<file path="src/hdl/tgarle_pkg.sv">
// ----------------------------------------------------------------------------
// tgarle_pkg
// shared types and constants of the targa pixel stream rle decoder
// ----------------------------------------------------------------------------
`default_nettype none

package tgarle_pkg;

  localparam int CFG_INDEX_BITS = 3;
  localparam int CFG_DATA_BITS  = 16;

  localparam logic [CFG_INDEX_BITS-1:0] REG_IMAGE_WIDTH   = 3'd0;
  localparam logic [CFG_INDEX_BITS-1:0] REG_IMAGE_HEIGHT  = 3'd1;
  localparam logic [CFG_INDEX_BITS-1:0] REG_PIXEL_DEPTH   = 3'd2;
  localparam logic [CFG_INDEX_BITS-1:0] REG_RLE_ENABLE    = 3'd3;
  localparam logic [CFG_INDEX_BITS-1:0] REG_TOP_TO_BOTTOM = 3'd4;

  localparam logic [15:0] RESET_IMAGE_WIDTH   = 16'd256;
  localparam logic [15:0] RESET_IMAGE_HEIGHT  = 16'd256;
  localparam logic [1:0]  RESET_PIXEL_DEPTH   = 2'd2;
  localparam logic        RESET_RLE_ENABLE    = 1'b1;
  localparam logic        RESET_TOP_TO_BOTTOM = 1'b0;

  localparam logic [1:0] DEPTH_INDEX8  = 2'd0;
  localparam logic [1:0] DEPTH_RGB555  = 2'd1;
  localparam logic [1:0] DEPTH_RGB24   = 2'd2;
  localparam logic [1:0] DEPTH_RGBA32  = 2'd3;

  localparam logic [7:0] RUN_BIAS = 8'd127;
  localparam logic [7:0] CHAN_MASK = 8'hf8;

  localparam int MIN_WIDTH   = 4;
  localparam int QUEUE_DEPTH = 4;
  localparam int QUEUE_AW    = 2;

  typedef struct packed {
    logic [15:0] image_width;
    logic [15:0] image_height;
    logic [1:0]  pixel_depth;
    logic        rle_enable;
    logic        top_to_bottom;
  } cfg_t;

  typedef struct packed {
    logic        is_start;
    logic [31:0] pixel;
    logic [7:0]  count;
    logic        more;
  } job_t;

endpackage

`default_nettype wire

</file>
<file path="src/hdl/tgarle_front.sv">
// ----------------------------------------------------------------------------
// tgarle_front
// byte intake: packet headers, pixel assembly and job issue to the queue
// ----------------------------------------------------------------------------
`default_nettype none

module tgarle_front (
  input  wire logic              clk,
  input  wire logic              rst,
  input  wire logic              in_valid,
  output logic                   in_ready,
  input  wire logic              cmd,
  input  wire logic [7:0]        data_byte,
  input  wire tgarle_pkg::cfg_t  cfg,
  output logic                   push_valid,
  input  wire logic              push_ready,
  output tgarle_pkg::job_t       push_job
);

  logic [7:0]  packet_left;
  logic        packet_is_run;
  logic        awaiting_header;
  logic [1:0]  byte_index;
  logic [31:0] pixel_gather;

  logic        accept;
  logic        is_header;
  logic        complete;
  logic [1:0]  byte_inc;
  logic [2:0]  need;
  logic [31:0] gather_new;
  logic [31:0] pixel;
  logic        run_eff;
  logic [7:0]  left_dec;

  assign in_ready = push_ready;
  assign accept   = in_valid && in_ready;

  assign is_header  = cfg.rle_enable && awaiting_header;
  assign gather_new = pixel_gather | ({24'd0, data_byte} << {byte_index, 3'b000});
  assign byte_inc   = byte_index + 2'd1;
  assign need       = {1'b0, cfg.pixel_depth} + 3'd1;
  assign complete   = (byte_inc == 2'd0) || ({1'b0, byte_inc} >= need);
  assign run_eff    = cfg.rle_enable && packet_is_run;
  assign left_dec   = (packet_left != 8'd0) ? packet_left - 8'd1 : 8'd0;

  always_comb begin
    case (cfg.pixel_depth)
      tgarle_pkg::DEPTH_INDEX8: pixel = {24'd0, gather_new[7:0]};
      tgarle_pkg::DEPTH_RGB555: pixel = {8'd0,
                                         {gather_new[14:10], 3'b000} & tgarle_pkg::CHAN_MASK,
                                         {gather_new[9:5], 3'b000} & tgarle_pkg::CHAN_MASK,
                                         {gather_new[4:0], 3'b000} & tgarle_pkg::CHAN_MASK};
      tgarle_pkg::DEPTH_RGB24:  pixel = {8'd0, gather_new[23:0]};
      default:                  pixel = gather_new;
    endcase
  end

  assign push_valid        = accept && (cmd || (!is_header && complete));
  assign push_job.is_start = cmd;
  assign push_job.pixel    = pixel;
  assign push_job.count    = run_eff ? packet_left : 8'd1;
  assign push_job.more     = cfg.rle_enable && !packet_is_run && (packet_left > 8'd1);

  always_ff @(posedge clk) begin
    if (rst) begin
      packet_left     <= 8'd0;
      packet_is_run   <= 1'b0;
      awaiting_header <= 1'b1;
      byte_index      <= 2'd0;
      pixel_gather    <= 32'd0;
    end else if (accept) begin
      if (cmd) begin
        packet_left     <= 8'd0;
        packet_is_run   <= 1'b0;
        awaiting_header <= 1'b1;
        byte_index      <= 2'd0;
        pixel_gather    <= 32'd0;
      end else if (is_header) begin
        packet_is_run   <= data_byte[7];
        packet_left     <= data_byte[7] ? data_byte - tgarle_pkg::RUN_BIAS
                                        : data_byte + 8'd1;
        awaiting_header <= 1'b0;
        byte_index      <= 2'd0;
        pixel_gather    <= 32'd0;
      end else if (!complete) begin
        byte_index   <= byte_inc;
        pixel_gather <= gather_new;
      end else begin
        byte_index   <= 2'd0;
        pixel_gather <= 32'd0;
        if (cfg.rle_enable) begin
          if (packet_is_run) begin
            packet_left     <= 8'd0;
            awaiting_header <= 1'b1;
          end else begin
            packet_left     <= left_dec;
            awaiting_header <= (left_dec == 8'd0);
          end
        end
      end
    end
  end

endmodule

`default_nettype wire

</file>
<file path="src/hdl/tgarle_queue.sv">
// ----------------------------------------------------------------------------
// tgarle_queue
// short job queue between the byte front and the span back
// ----------------------------------------------------------------------------
`default_nettype none

module tgarle_queue (
  input  wire logic              clk,
  input  wire logic              rst,
  input  wire logic              push_valid,
  output logic                   push_ready,
  input  wire tgarle_pkg::job_t  push_job,
  output logic                   head_valid,
  input  wire logic              pop,
  output tgarle_pkg::job_t       head_job
);

  tgarle_pkg::job_t                 slots [tgarle_pkg::QUEUE_DEPTH];
  logic [tgarle_pkg::QUEUE_AW-1:0]  wr_ptr;
  logic [tgarle_pkg::QUEUE_AW-1:0]  rd_ptr;
  logic [tgarle_pkg::QUEUE_AW:0]    fill;
  logic                             do_push;
  logic                             do_pop;

  assign push_ready = (fill != (tgarle_pkg::QUEUE_AW+1)'(tgarle_pkg::QUEUE_DEPTH));
  assign head_valid = (fill != '0);
  assign head_job   = slots[rd_ptr];
  assign do_push    = push_valid && push_ready;
  assign do_pop     = pop && head_valid;

  always_ff @(posedge clk) begin
    if (do_push) begin
      slots[wr_ptr] <= push_job;
    end
  end

  always_ff @(posedge clk) begin
    if (rst) begin
      wr_ptr <= '0;
      rd_ptr <= '0;
      fill   <= '0;
    end else begin
      if (do_push) begin
        wr_ptr <= wr_ptr + (tgarle_pkg::QUEUE_AW)'(1);
      end
      if (do_pop) begin
        rd_ptr <= rd_ptr + (tgarle_pkg::QUEUE_AW)'(1);
      end
      case ({do_push, do_pop})
        2'b10:   fill <= fill + (tgarle_pkg::QUEUE_AW+1)'(1);
        2'b01:   fill <= fill - (tgarle_pkg::QUEUE_AW+1)'(1);
        default: fill <= fill;
      endcase
    end
  end

endmodule

`default_nettype wire

</file>
<file path="src/hdl/tgarle_back.sv">
// ----------------------------------------------------------------------------
// tgarle_back
// span engine: splits pixel jobs at row ends, flips rows, flags overrun
// ----------------------------------------------------------------------------
`default_nettype none

module tgarle_back #(
  parameter int COORD_BITS = 16
) (
  input  wire logic              clk,
  input  wire logic              rst,
  input  wire tgarle_pkg::cfg_t  cfg,
  input  wire logic              head_valid,
  input  wire tgarle_pkg::job_t  head_job,
  output logic                   pop,
  output logic                   out_valid,
  input  wire logic              out_ready,
  output logic [15:0]            out_row,
  output logic [15:0]            out_column,
  output logic [7:0]             span_length,
  output logic [31:0]            pixel_value,
  output logic                   last_span,
  output logic                   corrupt
);

  typedef enum logic [1:0] {
    ST_RUNNING,
    ST_DONE,
    ST_ERROR
  } status_t;

  status_t               status;
  logic [COORD_BITS-1:0] col_pos;
  logic [COORD_BITS-1:0] row_pos;
  logic                  busy;
  logic                  err_pending;
  logic [31:0]           cur_pix;
  logic [7:0]            cur_n;
  logic                  cur_more;

  logic [COORD_BITS-1:0] w_raw;
  logic [COORD_BITS-1:0] h_raw;
  logic [COORD_BITS-1:0] w_eff;
  logic [COORD_BITS-1:0] h_eff;
  logic                  advance;
  logic [31:0]           src_pix;
  logic [7:0]            src_n;
  logic                  src_more;
  logic [COORD_BITS-1:0] avail;
  logic [7:0]            len;
  logic [COORD_BITS-1:0] col_sum;
  logic                  wrap;
  logic [COORD_BITS-1:0] col_next;
  logic [COORD_BITS-1:0] row_next;
  logic [7:0]            n_rem;
  logic                  img_end;
  logic                  overrun;
  logic [COORD_BITS-1:0] dest_row;
  logic                  start_span;

  assign w_raw = cfg.image_width[COORD_BITS-1:0];
  assign h_raw = cfg.image_height[COORD_BITS-1:0];
  assign w_eff = (w_raw < COORD_BITS'(tgarle_pkg::MIN_WIDTH))
               ? COORD_BITS'(tgarle_pkg::MIN_WIDTH) : w_raw;
  assign h_eff = (h_raw == '0) ? COORD_BITS'(1) : h_raw;

  assign advance  = !out_valid || out_ready;
  assign src_pix  = busy ? cur_pix  : head_job.pixel;
  assign src_n    = busy ? cur_n    : head_job.count;
  assign src_more = busy ? cur_more : head_job.more;

  assign avail    = (col_pos < w_eff) ? w_eff - col_pos : COORD_BITS'(1);
  assign len      = (avail < COORD_BITS'(src_n)) ? avail[7:0] : src_n;
  assign col_sum  = col_pos + COORD_BITS'(len);
  assign wrap     = (col_sum >= w_eff);
  assign col_next = wrap ? '0 : col_sum;
  assign row_next = wrap ? row_pos + COORD_BITS'(1) : row_pos;
  assign n_rem    = src_n - len;
  assign img_end  = (row_next >= h_eff);
  assign overrun  = (n_rem != 8'd0) || src_more;
  assign dest_row = cfg.top_to_bottom ? row_pos : h_eff - COORD_BITS'(1) - row_pos;

  assign start_span = !busy && !err_pending && head_valid && !head_job.is_start &&
                      (status == ST_RUNNING) && (row_pos < h_eff) &&
                      (head_job.count != 8'd0);
  assign pop        = advance && !busy && !err_pending && head_valid;

  always_ff @(posedge clk) begin
    if (rst) begin
      status      <= ST_RUNNING;
      col_pos     <= '0;
      row_pos     <= '0;
      busy        <= 1'b0;
      err_pending <= 1'b0;
      out_valid   <= 1'b0;
    end else if (advance) begin
      out_valid <= 1'b0;
      if (err_pending) begin
        err_pending <= 1'b0;
        out_valid   <= 1'b1;
        out_row     <= 16'd0;
        out_column  <= 16'd0;
        span_length <= 8'd0;
        pixel_value <= 32'd0;
        last_span   <= 1'b1;
        corrupt     <= 1'b1;
      end else if (busy || start_span) begin
        out_valid   <= 1'b1;
        out_row     <= 16'(dest_row);
        out_column  <= 16'(col_pos);
        span_length <= len;
        pixel_value <= src_pix;
        corrupt     <= 1'b0;
        last_span   <= 1'b0;
        col_pos     <= col_next;
        row_pos     <= row_next;
        cur_pix     <= src_pix;
        cur_n       <= n_rem;
        cur_more    <= src_more;
        if (img_end) begin
          busy <= 1'b0;
          if (overrun) begin
            err_pending <= 1'b1;
            status      <= ST_ERROR;
          end else begin
            last_span <= 1'b1;
            status    <= ST_DONE;
          end
        end else begin
          busy <= (n_rem != 8'd0);
        end
      end else if (head_valid) begin
        if (head_job.is_start) begin
          status  <= ST_RUNNING;
          col_pos <= '0;
          row_pos <= '0;
        end else if ((status == ST_RUNNING) && (row_pos >= h_eff)) begin
          status      <= ST_ERROR;
          out_valid   <= 1'b1;
          out_row     <= 16'd0;
          out_column  <= 16'd0;
          span_length <= 8'd0;
          pixel_value <= 32'd0;
          last_span   <= 1'b1;
          corrupt     <= 1'b1;
        end
      end
    end
  end

endmodule

`default_nettype wire

</file>
<file path="src/hdl/tga_pixel_stream_rle_decoder.sv">
// ----------------------------------------------------------------------------
// tga_pixel_stream_rle_decoder
// targa pixel data decoder: bytes in, row spans for a frame store out
// ----------------------------------------------------------------------------
// input channel: in_valid/in_ready with cmd and data_byte; cmd high starts a
// new image, otherwise data_byte is the next byte of the pixel data.
// output channel: out_valid/out_ready carrying one span per transaction
// (out_row, out_column, span_length, pixel_value, last_span, corrupt).
// configuration: cfg_write_enable/cfg_index/cfg_data, written between images.
// the front takes one byte per cycle while the four-entry job queue has room;
// header and partial-pixel bytes produce no job.
// the back turns one queued job into spans at one span per cycle while the
// receiver takes them; a pixel whose run crosses k row ends gives k+1 spans,
// and an overrun adds one error transaction. a completed pixel's job is
// registered in the queue before the back registers its first span.
// a stalled receiver holds the output register; the back then stops, the
// queue fills and in_ready falls after four further jobs.
// reset (rst, synchronous) clears the decoder and loads the register
// defaults: width 256, height 256, 24 bit pixels, rle on, bottom-up rows.
// ----------------------------------------------------------------------------
`default_nettype none

module tga_pixel_stream_rle_decoder #(
  parameter int COORD_BITS = 16
) (
  input  wire logic                                  clk,
  input  wire logic                                  rst,
  input  wire logic                                  in_valid,
  output logic                                       in_ready,
  input  wire logic                                  cmd,
  input  wire logic [7:0]                            data_byte,
  output logic                                       out_valid,
  input  wire logic                                  out_ready,
  output logic [15:0]                                out_row,
  output logic [15:0]                                out_column,
  output logic [7:0]                                 span_length,
  output logic [31:0]                                pixel_value,
  output logic                                       last_span,
  output logic                                       corrupt,
  input  wire logic                                  cfg_write_enable,
  input  wire logic [tgarle_pkg::CFG_INDEX_BITS-1:0] cfg_index,
  input  wire logic [tgarle_pkg::CFG_DATA_BITS-1:0]  cfg_data
);

  tgarle_pkg::cfg_t cfg;
  logic             push_valid;
  logic             push_ready;
  tgarle_pkg::job_t push_job;
  logic             head_valid;
  tgarle_pkg::job_t head_job;
  logic             pop;

  always_ff @(posedge clk) begin
    if (rst) begin
      cfg.image_width   <= tgarle_pkg::RESET_IMAGE_WIDTH;
      cfg.image_height  <= tgarle_pkg::RESET_IMAGE_HEIGHT;
      cfg.pixel_depth   <= tgarle_pkg::RESET_PIXEL_DEPTH;
      cfg.rle_enable    <= tgarle_pkg::RESET_RLE_ENABLE;
      cfg.top_to_bottom <= tgarle_pkg::RESET_TOP_TO_BOTTOM;
    end else if (cfg_write_enable) begin
      case (cfg_index)
        tgarle_pkg::REG_IMAGE_WIDTH:   cfg.image_width   <= cfg_data;
        tgarle_pkg::REG_IMAGE_HEIGHT:  cfg.image_height  <= cfg_data;
        tgarle_pkg::REG_PIXEL_DEPTH:   cfg.pixel_depth   <= cfg_data[1:0];
        tgarle_pkg::REG_RLE_ENABLE:    cfg.rle_enable    <= cfg_data[0];
        tgarle_pkg::REG_TOP_TO_BOTTOM: cfg.top_to_bottom <= cfg_data[0];
        default: ;
      endcase
    end
  end

  tgarle_front u_front (
    .clk        (clk),
    .rst        (rst),
    .in_valid   (in_valid),
    .in_ready   (in_ready),
    .cmd        (cmd),
    .data_byte  (data_byte),
    .cfg        (cfg),
    .push_valid (push_valid),
    .push_ready (push_ready),
    .push_job   (push_job)
  );

  tgarle_queue u_queue (
    .clk        (clk),
    .rst        (rst),
    .push_valid (push_valid),
    .push_ready (push_ready),
    .push_job   (push_job),
    .head_valid (head_valid),
    .pop        (pop),
    .head_job   (head_job)
  );

  tgarle_back #(
    .COORD_BITS (COORD_BITS)
  ) u_back (
    .clk         (clk),
    .rst         (rst),
    .cfg         (cfg),
    .head_valid  (head_valid),
    .head_job    (head_job),
    .pop         (pop),
    .out_valid   (out_valid),
    .out_ready   (out_ready),
    .out_row     (out_row),
    .out_column  (out_column),
    .span_length (span_length),
    .pixel_value (pixel_value),
    .last_span   (last_span),
    .corrupt     (corrupt)
  );

endmodule

`default_nettype wire

</file>
<file path="config.mk">
export PLATFORM = sky130hd
export DESIGN_NAME = tga_pixel_stream_rle_decoder
export DESIGN_NICKNAME = d
export VERILOG_FILES = /design/src/hdl/tgarle_pkg.sv /design/src/hdl/tgarle_front.sv /design/src/hdl/tgarle_queue.sv /design/src/hdl/tgarle_back.sv /design/src/hdl/tga_pixel_stream_rle_decoder.sv
export SDC_FILE = /design/constraint.sdc
export NUM_CORES = 1
export LEC_CHECK = 0
export ABC_AREA = 1
export BUFFER_PORTS_ARGS = -buffer_cell sky130_fd_sc_hd__buf_2
export CAP_MARGIN = 20
export CORE_ASPECT_RATIO = 1.25
export CORE_MARGIN = 1.5
export CORE_UTILIZATION = 30
export DETAILED_ROUTE_END_ITERATION = 10
export GPL_TIMING_DRIVEN = 0
export SLEW_MARGIN = 10
export SYNTH_ARGS = -nofsm -noshare
export SYNTH_HDL_FRONTEND = slang
export SYNTH_HIERARCHICAL = 1
export SYNTH_SLANG_ARGS = --single-unit
</file>
<file path="constraint.sdc">
create_clock -name clk -period 23.9 [get_ports clk]
set_input_delay 2.39 -clock clk [delete_from_list [all_inputs] [get_ports clk]]
set_output_delay 2.39 -clock clk [all_outputs]
set_load 0.01 [all_outputs]
</file>
Word level (Yosys, flattened, before mapping)
Memory sizes are Yosys's and may differ from the RTL's. A register that Yosys moved wholly into a read port is not among the register bits.
Cells that the tools add are included.
{"block": "totals", "ff_bits": 239, "ramBits": 168, "output_inout_bits": 76, "n_memories": 1}
{"memory": "u_queue.slots", "depth": 4, "word_bits": 42, "rd": 1, "rd_ports_with_merged_regs": 1, "wr": 1, "line": "tgarle_queue.sv:18", "source": "tgarle_pkg::job_t slots [tgarle_pkg::QUEUE_DEPTH];"}
{"block": "classes", "addsub": 15, "n_lt_le_gt_ge": 9, "eq_ne": 11, "shift": 1, "muxes": 77, "n_bitwise": 3, "n_reduce_logical": 61}
{"operator": "$mux 32", "count": 8}
{"operator": "$mux 16", "count": 15}
{"operator": "$mux 8", "count": 14}
{"operator": "$pmux 32 s3", "count": 1}
{"operator": "$ge 16x16->1", "count": 3}
{"operator": "$lt 16x16->1", "count": 2}
{"operator": "$or 32x32->32", "count": 1}
{"operator": "$shl 8x5->32", "count": 1}
{"operator": "$sub 16x16->16", "count": 2}
{"operator": "$mux 1", "count": 27}
{"operator": "$reduce_bool 8->1", "count": 3}
{"operator": "$mux 2", "count": 11}
{"operator": "$logic_and 1x1->1", "count": 19}
{"operator": "$reduce_bool 3->1", "count": 6}
{"operator": "$add 16x1->16 const B", "count": 1}
{"operator": "$add 16x8->16", "count": 1}
{"operator": "$logic_not 16->1", "count": 1}
{"operator": "$lt 16x3->1 const B", "count": 1}
{"operator": "$lt 16x8->1", "count": 1}
{"operator": "$sub 16x1->16 const B", "count": 1}
{"operator": "$reduce_and 2->1", "count": 6}
{"operator": "$reduce_and 5->1", "count": 2}
{"operator": "$add 8x1->8 const B", "count": 1}
{"operator": "$gt 8x1->1 const B", "count": 1}
{"operator": "25 further kinds", "count": 48}

Logic depth before layout (Yosys ltp)
{"block": "depth", "depth_word": 13, "depth_mapped": 63}

By module
The synthesis kept the hierarchy.
{"module": "tgarle_back", "n_inst": 1, "cells_each": 1320, "area_per_inst_um2": 10596.4, "seq_area_each_um2": 4194.0}
{"module": "tgarle_queue", "n_inst": 1, "cells_each": 474, "area_per_inst_um2": 6695.2, "seq_area_each_um2": 5225.0}
{"module": "tgarle_front", "n_inst": 1, "cells_each": 403, "area_per_inst_um2": 2702.6, "seq_area_each_um2": 880.8}
{"module": "tga_pixel_stream_rle_decoder", "n_inst": 1, "cells_each": 224, "area_per_inst_um2": 1536.5, "seq_area_each_um2": 720.7}

Least setup slack after synthesis
Ideal clock, no wire load.
{"block": "synth_path", "path_kind": "register to register", "from": "reg cfg[25] (netlist name)", "to": "reg u_back.status[0]", "setup_time_ps": 127, "arrival_ps": 8250, "slack_ps": 15523, "path_stages_with_launch": 61, "period_less_slack_ps": 8377, "cell_sequence": "dfxtp_1 -> inv_1 -> nand4_1 -> nor4_1 -> inv_1 -> nand2_1 -> ha_1 -> inv_1 -> fa_1 -> nand3_1 -> nand3_1 -> nand2_1 -> nand2_1 -> nand2_1 -> nand2_1 -> nand2_2 -> inv_2 -> nand3_1 -> (+25 left out) -> nor3_1 -> nand3_1 -> nand3_1 -> buf_2 -> nand4_1 -> nor2_1 -> nand3_1 -> xor2_1 -> inv_1 -> ha_1 -> a21oi_1 -> nor2_1 -> a2111oi_0 -> nand2_1 -> a31oi_1 -> a22oi_1 -> o21ai_0 -> a21oi_1"}
{"block": "synth_via", "elab_chain_cells": 12, "word_cells_on_any_way": 19, "classes_between": "add/sub: 3; order compare: 5; eq/ne: 1; mux: 7; reduce/logical: 3"}
{"item": "$lt 16x3->1", "line": "tgarle_back.sv:63", "source": "assign w_eff = (w_raw < COORD_BITS'(tgarle_pkg::MIN_WIDTH))"}
{"item": "$mux 16 *", "line": "tgarle_back.sv:64", "source": "? COORD_BITS'(tgarle_pkg::MIN_WIDTH) : w_raw;"}
{"item": "$sub 16x16->16 / $lt 16x16->1 (equally long branches)", "line": "tgarle_back.sv:72", "source": "assign avail = (col_pos < w_eff) ? w_eff - col_pos : COORD_BITS'(1);"}
{"item": "$mux 16 *", "line": "tgarle_back.sv:72"}
{"item": "$lt 16x8->1", "line": "tgarle_back.sv:73", "source": "assign len = (avail < COORD_BITS'(src_n)) ? avail[7:0] : src_n;"}
{"item": "$mux 8 *", "line": "tgarle_back.sv:73"}
{"item": "net u_back.len[4]", "line": "tgarle_back.sv:50", "source": "logic [7:0] len;"}
{"item": "$add 16x8->16 / $sub 8x8->8 (equally long branches)", "line": "tgarle_back.sv:74, tgarle_back.sv:78"}
{"item": "$ge 16x16->1 / $reduce_bool 8->1 (equally long branches)", "line": "tgarle_back.sv:75, tgarle_back.sv:80"}
{"item": "$mux 16 / $logic_or 1x1->1 (equally long branches)", "line": "tgarle_back.sv:77, tgarle_back.sv:80"}
{"item": "$ge 16x16->1 / $mux 2 (equally long branches)", "line": "tgarle_back.sv:79, tgarle_back.sv:122"}
{"item": "$ne 2x1->1 (no line) / $mux 2 (equally long branches)"}
{"item": "$reduce_and 5->1 (no line) / $mux 2 (equally long branches)"}
{"item": "to (signal assigned)", "line": "tgarle_back.sv:90", "source": "status <= ST_RUNNING;"}
{"item": "to (signal assigned)", "line": "tgarle_back.sv:124", "source": "status <= ST_ERROR;"}
{"item": "to (signal assigned)", "line": "tgarle_back.sv:127", "source": "status <= ST_DONE;"}
{"item": "to (decl)", "line": "tgarle_back.sv:32", "source": "status_t status;"}
Mark *: on every way through the listed nets, which the timed path passes. The rest lies on a longest branch. The select of a mux whose other input is x is not followed.
A chain may end at the register's enable or synchronous reset.

Worst setup path in the final report
{"block": "layout_path", "from": "reg cfg[25] (netlist name)", "to": "reg u_back.status[0]"}
{"block": "layout_via", "elab_chain_cells": 12, "word_cells_on_any_way": 19, "classes_between": "add/sub: 3; order compare: 5; eq/ne: 1; mux: 7; reduce/logical: 3"}
{"item": "$lt 16x3->1", "line": "tgarle_back.sv:63"}
{"item": "$mux 16 *", "line": "tgarle_back.sv:64"}
{"item": "$sub 16x16->16 / $lt 16x16->1 (equally long branches)", "line": "tgarle_back.sv:72"}
{"item": "$mux 16 *", "line": "tgarle_back.sv:72"}
{"item": "$lt 16x8->1", "line": "tgarle_back.sv:73"}
{"item": "$mux 8 *", "line": "tgarle_back.sv:73"}
{"item": "net u_back.len[4]", "line": "tgarle_back.sv:50"}
{"item": "$add 16x8->16 / $sub 8x8->8 (equally long branches)", "line": "tgarle_back.sv:74, tgarle_back.sv:78"}
{"item": "$ge 16x16->1 / $reduce_bool 8->1 (equally long branches)", "line": "tgarle_back.sv:75, tgarle_back.sv:80"}
{"item": "$mux 16 / $logic_or 1x1->1 (equally long branches)", "line": "tgarle_back.sv:77, tgarle_back.sv:80"}
{"item": "$ge 16x16->1 / $mux 2 (equally long branches)", "line": "tgarle_back.sv:79, tgarle_back.sv:122"}
{"item": "$ne 2x1->1 (no line) / $mux 2 (equally long branches)"}
{"item": "$reduce_and 5->1 (no line) / $mux 2 (equally long branches)"}
Marks and branches as above.

==> impl_summary.md <==
Outcome
The flow ran to the end, and the final reports show no timing, DRC or antenna violations.

Timing
Setup violations remaining at the end of the flow were counted as 0. The achievable clock frequency is 0.09591 GHz. The setup clock skew after layout is 0.02695 ns. Setup repair after global routing left no endpoint under its margin. The final hold violation count is 0. Adding up every negative setup slack in the final design gives 0 ns.

The remaining max-slew budget at the tightest pin is 0.4868. The number of pins with negative max-slew slack in the final report is 0. The slew at the pin closest to its max-slew limit is 0.7679 ns. The shortest period the worst path allows is 10.43 ns. The final cycle utilization of the critical path is 0.4362.

Power and ir drop
Of the total power, the share spent switching nets is 0.4203. The power per unit of standard cell area is 122.6 nW/µm². The part of the power in combinational logic is 0.458. Summed over all cells, the static leakage comes to approximately 10 nW. The sequential cell fraction of total power is 0.317. VDD sags by at most between 0.05 and 0.06 mV. Internal power comes to 1.769 mW. The fraction of power consumed by the clock network is 0.225.

The power spent charging and discharging nets is 1.283 mW.

CTS
The number of clock sinks seen by CTS is 409. Gates resized during post-CTS repair numbered 0. At the later pin of the worst-skew pair, clock insertion delay measures around 0.6 ns. Counting along the longest clock path gives a buffer depth of 3.

CTS built an H-tree with a depth of 2. The quantity of hold-fixing buffers added after cts is 0. The clock-pin slew of the registers on the worst-case setup and hold paths is 0.07 ns. The root buffer cell chosen for the clock tree is sky130_fd_sc_hd__clkbuf_16.

TritonCTS built the clock tree. The number of setup buffers added after CTS is 0. The number of clock buffers inserted by TritonCTS is 43.

Critical path
For the worst flop-to-flop path, the logic depth is 60. Together, buffers and inverters on the worst path number 11. The biggest cell delay along the critical path is 0.50 ns.

For flop-to-flop paths, the worst setup slack is around 13 ns. The kind of launch point of the worst setup path is a flop. The largest fanout on the critical path is 10. In this run the critical register-to-register path is captured at u_back/status[0]$_SDFFE_PP0P_. The endpoint kind of the worst setup timing path is a flop.

The category of the critical setup timing path is flop to flop. The arrival time of the worst setup path is 10.89 ns. The slowest cell on the critical path is sky130_fd_sc_hd__a2111oi_0. In this run the critical register-to-register path is launched from cfg[25]$_SDFFE_PP0P_. In this design, the largest share of critical-path delay is due to simple AND/OR/NAND/NOR gates. At the worst endpoint, the required time is 24.36 ns. The cell that appears most often on the critical path is sky130_fd_sc_hd__nand2_1.

Detailed routing
The number of DRC violations after detailed routing is 0. The number of vias per cell after detailed routing is roughly 4.7. The detailed router's first-iteration violation count is 998. The vias after detailed routing is 16780.

The detail route stage leaves a number of antenna-violating nets equal to 0. The pre-antenna-repair detailed-routing pass consisted of 6 iterations. The wire length per cell after detailed routing is 16.46 µm. After detailed routing, the total wire length is 58.58 mm.

Final layout
The number of fill cells in the layout is 7352. The summed area of non-filler cells in the final layout is 24890 µm². The most common cell after layout, fill and taps aside is sky130_fd_sc_hd__nor2_1.

The number of antenna cells inserted is 0. The share of layout cells above drive strength 1 is 0.1415. The area of combinational cells with multiple inputs is 8812 µm². At the end of the flow, the number of nets in the layout was 2738. In the layout the commonest cells are sky130_fd_sc_hd__nor2_1, sky130_fd_sc_hd__nand2_1, sky130_fd_sc_hd__edfxtp_1. The area occupied by registers is 11020 µm². Relative to the synthesized area, the layout overhead comes to 15.60%.

The number of cells in the finished layout apart from fillers is 3558.

Global route
The initial antenna violation count was 0. The combined global-route utilization of all metal layers is 0.1594. The first-pass GRT wire length is 91.58 mm. The via count of the first global-routing pass is 16460. The maximum number of pins on one net before global-route repair is 28.

Summed over all layers, the global routing overflow is 0.

Synthesis
The adder-cell share of the synthesized area is 0.07380. Synthesis produced ~2400 cells. The net count of the mapped netlist is 2578. The multiplexer share of the synthesized area is 0. The Yosys step of the flow raised 6 warnings.

The cell taking the most area after synthesis is sky130_fd_sc_hd__edfxtp_1. Of the synthesized area, sequential elements account for 0.5119. The post-synthesis xor/xnor area fraction is 0.02156. The fraction of the mapped netlist area in simple logic gates is 0.1979.

The synthesized netlist occupies a cell area of about 22000 µm². For this run, asynchronously set or reset flops after synthesis account for 0. The synthesized area per cell is 8.893 µm². For this run, the leading register cell type out of synthesis is sky130_fd_sc_hd__edfxtp_1. By area, the combinational part of the netlist is dominated by simple AND/OR/NAND/NOR gates.

The post-synthesis compound-gate area fraction was 0.1139. The number of synthesized register bits is 409. Yosys mapped a number of flops with a built-in enable equal to approximately 280. The fraction of synthesized cell area taken by the top area cell type is 0.3947. The synthesized netlist contains 60 unique library cells. After synthesis, the cell types taking the most area are sky130_fd_sc_hd__edfxtp_1, sky130_fd_sc_hd__dfxtp_1, sky130_fd_sc_hd__ha_1, sky130_fd_sc_hd__nor2_1, sky130_fd_sc_hd__nand2_1.

Place
The number of cells in the design after placement is about 3500. The global placement routability congestion is 0.9098. The wire-length estimate of the detail-placed layout is between 40 and 50 mm. The cell area after placement is between 20000 and 25000 µm². Port buffering added 108 buffers.

Floorplan
The die area is roughly 73000 µm². The count of boundary I/O pins is 109. The floorplan step set the die height to approximately 300 µm. In this run the core area contains about 110 standard-cell rows. The initial core utilization is 0.3036. The horizontal die dimension is 242.6 µm.

The core region is between 70000 and 80000 µm².

Min path
The cell count of the worst hold path is 2. The hold path startpoint is u_back/col_pos[15]$_SDFFE_PP0P_. The type of the tightest min-delay check is flop to flop. For hold timing, the worst endpoint is u_back/col_pos[15]$_SDFFE_PP0P_.

Flow run
The tool flagged a number of max-cap violations equal to 0.
worst max-delay path by stage:
stage | start | to | slack, ns | depth (start not counted)
after floorplan | cfg[25]$_SDFFE_PP0P_ | u_back/status[0]$_SDFFE_PP0P_ | 15.52 | 60
after global placement | cfg[30]$_SDFFE_PP0P_ | u_back/status[0]$_SDFFE_PP0P_ | 13.64 | 60
after detailed placement | cfg[29]$_SDFFE_PP0P_ | u_back/status[0]$_SDFFE_PP0P_ | 13.57 | 60
after CTS | cfg[29]$_SDFFE_PP0P_ | u_back/status[0]$_SDFFE_PP0P_ | 13.51 | 60
after global routing | cfg[29]$_SDFFE_PP0P_ | u_back/status[0]$_SDFFE_PP0P_ | 12.51 | 60
final | cfg[25]$_SDFFE_PP0P_ | u_back/status[0]$_SDFFE_PP0P_ | 13.47 | 60
cells in the mapped netlist, types with 13 or more instances:
cell type,instances
sky130_fd_sc_hd__inv_2,24
sky130_fd_sc_hd__a21oi_1,147
sky130_fd_sc_hd__nor2_1,357
sky130_fd_sc_hd__buf_6,13
sky130_fd_sc_hd__xor2_1,40
sky130_fd_sc_hd__nand2_2,16
sky130_fd_sc_hd__xnor2_1,13
sky130_fd_sc_hd__nand4_1,19
sky130_fd_sc_hd__o21ai_0,148
sky130_fd_sc_hd__buf_2,23
sky130_fd_sc_hd__nand3_1,99
sky130_fd_sc_hd__inv_1,282
sky130_fd_sc_hd__nor2_2,16
sky130_fd_sc_hd__o22ai_1,53
sky130_fd_sc_hd__o21ai_1,28
sky130_fd_sc_hd__dfxtp_1,126
sky130_fd_sc_hd__nor3_1,45
sky130_fd_sc_hd__nand2_1,347
sky130_fd_sc_hd__or2_2,49
sky130_fd_sc_hd__clkbuf_1,60
sky130_fd_sc_hd__edfxtp_1,283
sky130_fd_sc_hd__ha_1,119
sequential cells by signal, summed over array words and instances (netlist names), 2 cells and up, named ones only:
name / cells
u_queue/rd_ptr: 2
u_back/pixel_value: 32
u_back/row_pos: 16
u_front/pixel_gather: 32
u_back/col_pos: 16
u_back/span_length: 8
u_back/cur_n: 8
u_front/packet_left: 8
u_queue/slots: 168
u_queue/wr_ptr: 2
u_back/out_row: 16
u_queue/fill: 3
u_back/status: 2
u_back/cur_pix: 32
u_back/out_column: 16
u_front/byte_index: 2
cfg: 36
cells by family after synthesis:
family | after synthesis
compound gates | 438
xor+xnor | 53
fa+ha+maj | 124
buf+inv | 420
flops | 409
simple gates | 977
per-stage QoR:
stage / power (mW) / hold slack [ns] / utilization / setup slack [ns]
detailed placement: 2.381 / 0.4564 / 0.3305 / 13.57
global placement: 2.369 / 0.4518 / 0.3279 / 13.64
CTS: 3.080 / 0.4664 / 0.3510 / 13.51
floorplan: 1.960 / 0.4436 / - / 15.52
global route: 3.285 / 0.4956 / 0.3510 / 12.51
finish: 3.052 / 0.4650 / 0.3510 / 13.47
layer usage:
metal  wire [µm]  global-route usage
met1       24680              0.1889
met2       29440              0.2901
met3        2254             0.02070
met4        2201             0.06699
met5           0                   0
power by group through the flow:
stage               registers, mW  clock network [mW]  logic [mW]
CTS                         0.970               0.704        1.41
global placement            0.999                   0        1.37
global route                0.976               0.734        1.57
finish                      0.968               0.687        1.40
floorplan                   0.993                   0       0.967
detailed placement          0.984                   0        1.40
cell type report:
cell class,instances,share of cell area
Buffer,108,0.02257
Clock buffer,57,0.04906
Clock inverter,22,0.009350
Inverter,312,0.04745
Multi-Input combinational cell,1592,0.3540
Sequential cell,409,0.4428
Tap cell,943,0.04740
Timing Repair Buffer,115,0.02735
worst min-delay path: cells and delay by family, from the launching register on:
kind               cells  cell delay, ns
DFF                    1            0.31
and+or+nand+nor        1            0.06
AOI/OAI and AO/OA      1            0.05
Note: power is estimated with default switching activity, not from simulation.
